[src/hw/rtl/ugsd_pkg.sv]
// ----------------------------------------------------------------------------
// ugsd_pkg
// Shared types and constants for the UTF-8 glyph stream decoder.
// ----------------------------------------------------------------------------
package ugsd_pkg;

  localparam int unsigned CpW      = 16;
  localparam int unsigned CountW   = 9;
  localparam int unsigned IndexW   = 8;
  localparam int unsigned PartialW = 10;
  localparam int unsigned CfgIdxW  = 2;
  localparam int unsigned CfgDataW = 16;

  // Configuration register indexes.
  localparam logic [CfgIdxW-1:0] CFG_STRIP_A_FIRST = 2'd0;
  localparam logic [CfgIdxW-1:0] CFG_STRIP_A_COUNT = 2'd1;
  localparam logic [CfgIdxW-1:0] CFG_STRIP_B_FIRST = 2'd2;
  localparam logic [CfgIdxW-1:0] CFG_STRIP_B_COUNT = 2'd3;

  // Configuration reset values.
  localparam logic [CpW-1:0]    STRIP_A_FIRST_RST = 16'h0020;
  localparam logic [CountW-1:0] STRIP_A_COUNT_RST = 9'd96;
  localparam logic [CpW-1:0]    STRIP_B_FIRST_RST = 16'h0400;
  localparam logic [CountW-1:0] STRIP_B_COUNT_RST = 9'd96;

  // Largest strip size honored.
  localparam logic [CountW-1:0] STRIP_MAX = 9'd256;

  // Byte classes of UTF-8.
  localparam logic [7:0] LEAD2_BASE = 8'hC0;
  localparam logic [7:0] LEAD3_BASE = 8'hE0;
  localparam logic [7:0] LEAD4_BASE = 8'hF0;
  localparam logic [7:0] CONT_MASK  = 8'hC0;
  localparam logic [7:0] CONT_TAG   = 8'h80;

  typedef enum logic [1:0] {
    CLS_STRIP_A = 2'd0,
    CLS_STRIP_B = 2'd1,
    CLS_UNSUP   = 2'd2
  } glyph_class_t;

  typedef struct packed {
    logic [1:0]          pend;
    logic                skip;
    logic [PartialW-1:0] partial;
  } dec_state_t;

  typedef struct packed {
    logic [CpW-1:0]    a_first;
    logic [CountW-1:0] a_count;
    logic [CpW-1:0]    b_first;
    logic [CountW-1:0] b_count;
  } strip_cfg_t;

endpackage

[src/hw/rtl/ugsd_utf8_dec.sv]
// ----------------------------------------------------------------------------
// ugsd_utf8_dec
// Byte-wise UTF-8 sequence tracker; emits one registered nonzero code point
// per completed sequence of one to three bytes.
// ----------------------------------------------------------------------------
module ugsd_utf8_dec (
  input  logic                      clk,
  input  logic                      rst_n,
  input  logic                      in_valid,
  output logic                      in_ready,
  input  logic [7:0]                in_byte_value,
  output logic                      cp_valid,
  input  logic                      cp_ready,
  output logic [ugsd_pkg::CpW-1:0]  cp_value
);

  ugsd_pkg::dec_state_t st_r, st_nxt;
  logic                     cp_vld_r, cp_vld_nxt;
  logic [ugsd_pkg::CpW-1:0] cp_r, cp_nxt;
  logic                     accept;
  logic                     emit;
  logic [ugsd_pkg::CpW-1:0] emit_cp;
  logic [ugsd_pkg::CpW-1:0] acc;
  logic [1:0]               pend_dec;
  logic                     is_cont;

  assign in_ready = !cp_vld_r || cp_ready;
  assign accept   = in_valid && in_ready;
  assign cp_valid = cp_vld_r;
  assign cp_value = cp_r;

  assign is_cont  = (in_byte_value & ugsd_pkg::CONT_MASK) == ugsd_pkg::CONT_TAG;
  assign pend_dec = st_r.pend - 2'd1;
  assign acc      = {st_r.partial, in_byte_value[5:0]};

  always_comb begin
    st_nxt  = st_r;
    emit    = 1'b0;
    emit_cp = acc;
    if (in_byte_value == 8'h00) begin
      st_nxt = '0;
    end else if (st_r.skip) begin
      st_nxt.pend = pend_dec;
      st_nxt.skip = (pend_dec != 2'd0);
    end else if (st_r.pend != 2'd0 && is_cont) begin
      st_nxt.pend = pend_dec;
      if (pend_dec == 2'd0) begin
        st_nxt.partial = '0;
        emit           = (acc != '0);
      end else begin
        st_nxt.partial = acc[ugsd_pkg::PartialW-1:0];
      end
    end else begin
      // Nothing pending, or a broken sequence: start over on this byte.
      st_nxt = '0;
      if (in_byte_value < ugsd_pkg::CONT_TAG) begin
        emit    = 1'b1;
        emit_cp = {8'h00, in_byte_value};
      end else if (in_byte_value < ugsd_pkg::LEAD2_BASE) begin
        emit = 1'b0;
      end else if (in_byte_value < ugsd_pkg::LEAD3_BASE) begin
        st_nxt.partial = {5'd0, in_byte_value[4:0]};
        st_nxt.pend    = 2'd1;
      end else if (in_byte_value < ugsd_pkg::LEAD4_BASE) begin
        st_nxt.partial = {6'd0, in_byte_value[3:0]};
        st_nxt.pend    = 2'd2;
      end else begin
        st_nxt.skip = 1'b1;
        st_nxt.pend = 2'd3;
      end
    end
  end

  always_comb begin
    cp_vld_nxt = cp_vld_r;
    cp_nxt     = cp_r;
    if (accept) begin
      cp_vld_nxt = emit;
      cp_nxt     = emit_cp;
    end else if (cp_ready) begin
      cp_vld_nxt = 1'b0;
    end
  end

  always_ff @(posedge clk) begin
    if (!rst_n) begin
      st_r     <= '0;
      cp_vld_r <= 1'b0;
    end else begin
      if (accept) begin
        st_r <= st_nxt;
      end
      cp_vld_r <= cp_vld_nxt;
    end
  end

  always_ff @(posedge clk) begin
    cp_r <= cp_nxt;
  end

  a_skip_has_count: assert property (@(posedge clk) disable iff (!rst_n)
    st_r.skip |-> st_r.pend != 2'd0)
    else $error("skip mode with no bytes left to skip");

  a_zero_clears: assert property (@(posedge clk) disable iff (!rst_n)
    (accept && in_byte_value == 8'h00) |=> (st_r == '0 && !cp_vld_r))
    else $error("terminator did not clear decoder state");

  a_no_zero_cp: assert property (@(posedge clk) disable iff (!rst_n)
    cp_vld_r |-> cp_r != '0)
    else $error("zero code point emitted");

endmodule

[src/hw/rtl/ugsd_classify.sv]
// ----------------------------------------------------------------------------
// ugsd_classify
// Holds the strip configuration and maps each code point to a glyph class
// (strip A, strip B or unsupported) and an index, into the result register.
// ----------------------------------------------------------------------------
module ugsd_classify (
  input  logic                            clk,
  input  logic                            rst_n,
  input  logic                            cfg_we,
  input  logic [ugsd_pkg::CfgIdxW-1:0]    cfg_index,
  input  logic [ugsd_pkg::CfgDataW-1:0]   cfg_wdata,
  input  logic                            cp_valid,
  output logic                            cp_ready,
  input  logic [ugsd_pkg::CpW-1:0]        cp_value,
  output logic                            out_valid,
  input  logic                            out_ready,
  output logic [ugsd_pkg::CpW-1:0]        out_code_point,
  output logic [1:0]                      out_glyph_class,
  output logic [ugsd_pkg::IndexW-1:0]     out_glyph_index
);

  ugsd_pkg::strip_cfg_t cfg_r;
  logic                          out_vld_r, out_vld_nxt;
  logic [ugsd_pkg::CpW-1:0]      cp_r;
  ugsd_pkg::glyph_class_t        cls_r, cls_nxt;
  logic [ugsd_pkg::IndexW-1:0]   idx_r, idx_nxt;
  logic [ugsd_pkg::CountW-1:0]   a_n, b_n;
  logic [ugsd_pkg::CpW:0]        a_end, b_end;
  logic [ugsd_pkg::CpW-1:0]      a_off, b_off;
  logic                          in_a, in_b;
  logic                          take;

  always_ff @(posedge clk) begin
    if (!rst_n) begin
      cfg_r.a_first <= ugsd_pkg::STRIP_A_FIRST_RST;
      cfg_r.a_count <= ugsd_pkg::STRIP_A_COUNT_RST;
      cfg_r.b_first <= ugsd_pkg::STRIP_B_FIRST_RST;
      cfg_r.b_count <= ugsd_pkg::STRIP_B_COUNT_RST;
    end else if (cfg_we) begin
      unique case (cfg_index)
        ugsd_pkg::CFG_STRIP_A_FIRST: cfg_r.a_first <= cfg_wdata;
        ugsd_pkg::CFG_STRIP_A_COUNT: cfg_r.a_count <= cfg_wdata[ugsd_pkg::CountW-1:0];
        ugsd_pkg::CFG_STRIP_B_FIRST: cfg_r.b_first <= cfg_wdata;
        ugsd_pkg::CFG_STRIP_B_COUNT: cfg_r.b_count <= cfg_wdata[ugsd_pkg::CountW-1:0];
        default: ;
      endcase
    end
  end

  // Counts above the strip limit behave as the limit; the end bound is one
  // bit wider so a strip reaching past the top of the code space is exact.
  assign a_n   = (cfg_r.a_count > ugsd_pkg::STRIP_MAX) ? ugsd_pkg::STRIP_MAX : cfg_r.a_count;
  assign b_n   = (cfg_r.b_count > ugsd_pkg::STRIP_MAX) ? ugsd_pkg::STRIP_MAX : cfg_r.b_count;
  assign a_end = {1'b0, cfg_r.a_first} + {8'd0, a_n};
  assign b_end = {1'b0, cfg_r.b_first} + {8'd0, b_n};
  assign in_a  = (cp_value >= cfg_r.a_first) && ({1'b0, cp_value} < a_end);
  assign in_b  = (cp_value >= cfg_r.b_first) && ({1'b0, cp_value} < b_end);
  assign a_off = cp_value - cfg_r.a_first;
  assign b_off = cp_value - cfg_r.b_first;

  always_comb begin
    priority if (in_a) begin
      cls_nxt = ugsd_pkg::CLS_STRIP_A;
      idx_nxt = a_off[ugsd_pkg::IndexW-1:0];
    end else if (in_b) begin
      cls_nxt = ugsd_pkg::CLS_STRIP_B;
      idx_nxt = b_off[ugsd_pkg::IndexW-1:0];
    end else begin
      cls_nxt = ugsd_pkg::CLS_UNSUP;
      idx_nxt = '0;
    end
  end

  assign cp_ready = !out_vld_r || out_ready;
  assign take     = cp_valid && cp_ready;

  always_comb begin
    out_vld_nxt = out_vld_r;
    if (take) begin
      out_vld_nxt = 1'b1;
    end else if (out_ready) begin
      out_vld_nxt = 1'b0;
    end
  end

  always_ff @(posedge clk) begin
    if (!rst_n) begin
      out_vld_r <= 1'b0;
    end else begin
      out_vld_r <= out_vld_nxt;
    end
  end

  always_ff @(posedge clk) begin
    if (take) begin
      cp_r  <= cp_value;
      cls_r <= cls_nxt;
      idx_r <= idx_nxt;
    end
  end

  assign out_valid       = out_vld_r;
  assign out_code_point  = cp_r;
  assign out_glyph_class = cls_r;
  assign out_glyph_index = idx_r;

  a_unsup_zero_idx: assert property (@(posedge clk) disable iff (!rst_n)
    (out_vld_r && cls_r == ugsd_pkg::CLS_UNSUP) |-> idx_r == '0)
    else $error("unsupported glyph with nonzero index");

  a_strip_a_bound: assert property (@(posedge clk) disable iff (!rst_n)
    (out_vld_r && cls_r == ugsd_pkg::CLS_STRIP_A) |-> cp_r >= cfg_r.a_first)
    else $error("strip A result below its first code point");

  a_take_loads: assert property (@(posedge clk) disable iff (!rst_n)
    take |=> (out_vld_r && cp_r == $past(cp_value)))
    else $error("accepted code point not loaded into result register");

endmodule

[src/hw/rtl/utf8_glyph_stream_decoder.sv]
// ----------------------------------------------------------------------------
// utf8_glyph_stream_decoder
// UTF-8 byte stream to 16-bit code point decoder with glyph strip lookup.
// ----------------------------------------------------------------------------
//   Channel  Direction  Handshake          Payload
//   in_      input      valid / ready      byte_value[7:0]
//   out_     output     valid / ready      code_point[15:0], glyph_class[1:0],
//                                          glyph_index[7:0]
//   cfg_     input      write enable only  index[1:0], wdata[15:0]
//
// One byte is accepted per cycle while in_ready is high. The code point of the
// byte that completes a sequence is held in the decode register, then in the
// result register. Each stage refills in the cycle it drains, so stalls on
// out_ready only back up through the two registers to in_ready. Reset is
// synchronous and restores the default strip setup; no clearing pass is needed.
// ----------------------------------------------------------------------------
module utf8_glyph_stream_decoder (
  input  logic        clk,
  input  logic        rst_n,
  input  logic        in_valid,
  output logic        in_ready,
  input  logic [7:0]  in_byte_value,
  output logic        out_valid,
  input  logic        out_ready,
  output logic [15:0] out_code_point,
  output logic [1:0]  out_glyph_class,
  output logic [7:0]  out_glyph_index,
  input  logic        cfg_we,
  input  logic [1:0]  cfg_index,
  input  logic [15:0] cfg_wdata
);

  logic                     cp_valid;
  logic                     cp_ready;
  logic [ugsd_pkg::CpW-1:0] cp_value;

  ugsd_utf8_dec u_dec (
    .clk           (clk),
    .rst_n         (rst_n),
    .in_valid      (in_valid),
    .in_ready      (in_ready),
    .in_byte_value (in_byte_value),
    .cp_valid      (cp_valid),
    .cp_ready      (cp_ready),
    .cp_value      (cp_value)
  );

  ugsd_classify u_cls (
    .clk             (clk),
    .rst_n           (rst_n),
    .cfg_we          (cfg_we),
    .cfg_index       (cfg_index),
    .cfg_wdata       (cfg_wdata),
    .cp_valid        (cp_valid),
    .cp_ready        (cp_ready),
    .cp_value        (cp_value),
    .out_valid       (out_valid),
    .out_ready       (out_ready),
    .out_code_point  (out_code_point),
    .out_glyph_class (out_glyph_class),
    .out_glyph_index (out_glyph_index)
  );

endmodule
[config.mk]
export PLATFORM = sky130hd
export DESIGN_NAME = utf8_glyph_stream_decoder
export DESIGN_NICKNAME = d
export VERILOG_FILES = /design/src/hw/rtl/ugsd_pkg.sv /design/src/hw/rtl/ugsd_utf8_dec.sv /design/src/hw/rtl/ugsd_classify.sv /design/src/hw/rtl/utf8_glyph_stream_decoder.sv
export SDC_FILE = /design/constraint.sdc
export NUM_CORES = 1
export LEC_CHECK = 0
export ABC_AREA = 1
export BUFFER_PORTS_ARGS = -buffer_cell sky130_fd_sc_hd__buf_2
export CAP_MARGIN = 20
export CORE_ASPECT_RATIO = 0.5
export CORE_UTILIZATION = 29
export CTS_CLUSTER_SIZE = 25
export DETAILED_ROUTE_END_ITERATION = 10
export SLEW_MARGIN = 10
export SYNTH_ARGS = -nofsm -noshare
export SYNTH_HDL_FRONTEND = slang
export SYNTH_SLANG_ARGS = --single-unit
[constraint.sdc]
create_clock -name clk -period 7.2 [get_ports clk]
set_clock_uncertainty 0.05 [all_clocks]
set_input_delay 0 -clock clk [delete_from_list [all_inputs] [get_ports clk]]
set_output_delay 0 -clock clk [all_outputs]
set_load 0.02 [all_outputs]
==> flow_metrics.tcl <==
set metrics [dict create \
    hold_depth 3 \
    synth_seq_area_share_pct 36.3 \
    slew_headroom_pct 30.0 \
    ys_types 43 \
    postPlaceCellArea_um2 7690 \
    status "finished, final reports clean" \
    worstPathMaxFanout 10 \
    final_nets 1074 \
    dpl_worst_slack_ns 3.22 \
    grt_pass1_wl_um 30500 \
    hold_viol 0 \
    layout_min_cycle_time_ns 3.95 \
    floorplan.die.width_um 223 \
    clk_pin_slew_ns 0.08 \
    antennaDiodeCount 0 \
    worst_setup_path_start_kind "register" \
    die_area_um2 25000 \
    layout_common_cells "inv_1, nand2_1, a21oi_1" \
    drive_above_1_share_pct 11.9 \
    fill_cells 2394 \
    sw_frac_of_total_pct 32.2 \
    cp.buffers_inverters 0 \
    die_y_um 112 \
    track_usage_pct 15.5 \
    cts_hold_buf 31 \
    clk_latency_ns 0.37 \
    cts_tree "yes" \
    setup_viol 0 \
    finalMaxSlewViolations 0 \
    drcViolationCount 0 \
    slowest_delay_ns 0.44 \
    vias 6095 \
    power_frac_comb_pct 22.6 \
    synthTopCellsByArea "dfxtp_1, edfxtp_1, ha_1" \
    ir_drop_v 0.000113 \
    ios 59 \
    synth_seq_cells 107 \
    postCtsSetupBuffers 0 \
    totalWireLength_um 18800 \
    worstPathCellList "nor4_1 > a21oi_1 > nor2_1 > ha_1 > fa_1 > nand3_1 > nand2_1 > nand2_1 > nand2_1 > a21oi_1 > nor2_1 > nand2_1 > xor2_1 > ha_1 > a21oi_1 > nor2_1 > o211ai_1 > nand3_2 > nor2_1 > nand2_1 > nand2_1" \
    max_freq_mhz 253 \
    pwr-share-clk_pct 32.3 \
    cts_buffer_depth 2 \
    syn_to_final_growth_pct 17.4 \
    port_buffers 58 \
    min_period_over_period_pct 54.8 \
    grt_overflow 0 \
    setup_ws_ns 3.25 \
    timing_worst_setup_path_type "reg2reg" \
    synth.top_cell.area_share_pct 18.4 \
    hpwl_um 14800 \
    wl_per_cell_um 14.8 \
    postRouteAntennaNets 0 \
    grt_max_degree 50 \
    crit_family "simple AND/OR/NAND/NOR gates" \
    crit_cells 21 \
    h-tree-depth 3 \
    yosysTopAreaCell "dfxtp_1" \
    required_ns 7.39 \
    drt_iter0_markers 496 \
    grt_pass1_vias 5975 \
    coreArea_um2 23300 \
    crit_slowest_cell "a21oi_1" \
    syn_area_um2 7060 \
    ff2ff_path_depth 21 \
    hp-class "in2reg" \
    grt_setup_unrepaired "no" \
    cp.arrival_ns 4.13 \
    numClockSinks 107 \
    tightest_slew_ns 1.05 \
    fp-row-count 39 \
    syn_avg_cell_area_um2 8.10 \
    final_common_cell "inv_1" \
    worstSetupEndpointType "register" \
    path_common_cell "nand2_1" \
    ctsResizeCount 0 \
    drtPass1Iterations 5 \
    tns_ns 0 \
    syn_nets 989 \
    cts_made_buffers 9 \
    synth_cells 872 \
    cellPowerDensity_nw_per_um2 185 \
    final_area_um2 8290 \
    start_util_pct 30.3 \
    max-cap-violations 0 \
    viasPerCell 4.80 \
    cts_root_buf "clkbuf_16" \
    yosys_warnings 0 \
    rrSetupSlack_ns 3.25 \
    p_switching_mw 0.495 \
    p_int_mw 1.04 \
    p_seq_share_pct 45.1 \
    routabilityCongestion 0.906 \
    p_leak_nw 3.61 \
    antenna_found_initial 0 \
]
final timing paths:
path	end	start
worst max-delay path	u_cls.out_glyph_index[2]	u_cls.cfg_r[5]
worst min-delay path	u_cls.cfg_r[38]	cfg_wdata[4]
worst max register to register	u_cls.out_glyph_index[2]	u_cls.cfg_r[5]
worst min register to register	u_dec.st_r[12]	u_dec.st_r[12]
stage by stage:
step	utilization [%]	hold WS, ns	cells	total power [mW]
3_5_place_dp	33.0	0.185	1222	1.04
4_1_cts	35.5	0.00108	1269	1.55
5_1_grt	35.5	0.0268	1269	1.63
3_3_place_gp	32.9	0.189	1221	1.03
2_1_floorplan	-	0.0489	872	0.943
6_report	35.5	0.00183	1269	1.54
worst reg2reg max path: stages (launching register included):
cell	delay [ns]
dfxtp_1	0.35
nor4_1	0.06
a21oi_1	0.44
nor2_1	0.10
ha_1	0.23
fa_1	0.42
nand3_1	0.09
nand2_1	0.10
nand2_1	0.08
nand2_1	0.11
a21oi_1	0.23
nor2_1	0.10
nand2_1	0.08
xor2_1	0.15
ha_1	0.26
a21oi_1	0.17
nor2_1	0.06
o211ai_1	0.19
nand3_2	0.25
nor2_1	0.17
nand2_1	0.07
nand2_1	0.07
cell usage after synthesis (all sizes together):
| cell type | n |
|---|---|
| xnor2 | 8 |
| o41ai | 1 |
| a31oi | 3 |
| o21ai | 65 |
| o21a | 2 |
| nand4 | 24 |
| dfxtp | 65 |
| nand3 | 33 |
| o31a | 1 |
| xor2 | 31 |
| or2 | 2 |
| o211ai | 8 |
| buf | 3 |
| nor2 | 74 |
| clkinv | 2 |
| a21boi | 1 |
| nor3 | 14 |
| o21bai | 2 |
| ha | 82 |
| a21oi | 113 |
| a21o | 2 |
| a211oi | 7 |
| inv | 132 |
| nor4 | 5 |
| clkbuf | 13 |
| nand2 | 133 |
| fa | 4 |
| edfxtp | 42 |
state kept, by name, summed over array words and instances, names as in the netlist:
register,count
u_cls.cfg_r,50
u_cls.out_code_point,16
u_dec.cp_value,16
u_dec.acc,10
u_cls.out_glyph_index,8
u_dec.st_r,3
u_cls.out_glyph_class,2
u_cls.out_valid,1
u_dec.cp_valid,1
area by class of cell:
type / count / area (um^2) / area share (%)
clock buffer: 9 / 225 / 2.72
tap: 307 / 384 / 4.63
multi-input combinational: 615 / 3940 / 47.6
sequential: 107 / 2560 / 30.9
timing repair buffer: 90 / 606 / 7.31
clock inverter: 7 / 63.8 / 0.770
inverter: 134 / 503 / 6.07
metal layers:
| metal | wire length, um | global-route usage, % | vias to the layer above |
|---|---|---|---|
| met2 | 8340 | 24.8 | 121 |
| met3 | 753 | 2.88 | 22 |
| met4 | 351 | 4.92 | 0 |
| met5 | 0 | 0 | - |
| met1 | 9360 | 21.2 | 2837 |
| li1 | - | - | 3115 |
power groups by stage:
stage / Combinational, mW / Sequential [mW] / Clock (mW)
5_1_grt: 0.396 / 0.697 / 0.535
3_5_place_dp: 0.332 / 0.707 / 0
4_1_cts: 0.347 / 0.693 / 0.511
6_report: 0.347 / 0.693 / 0.496
3_3_place_gp: 0.325 / 0.706 / 0
2_1_floorplan: 0.241 / 0.702 / 0
kinds of logic after synthesis:
logic type	count (synthesis)	share of synthesized area, %
simple gates	285	19.6
xor+xnor	39	4.84
compound gates	205	15.6
fa+ha+maj	86	15.7
flops	107	36.3
buf+inv	150	8.03
Note: power is estimated with default switching activity, not from simulation.
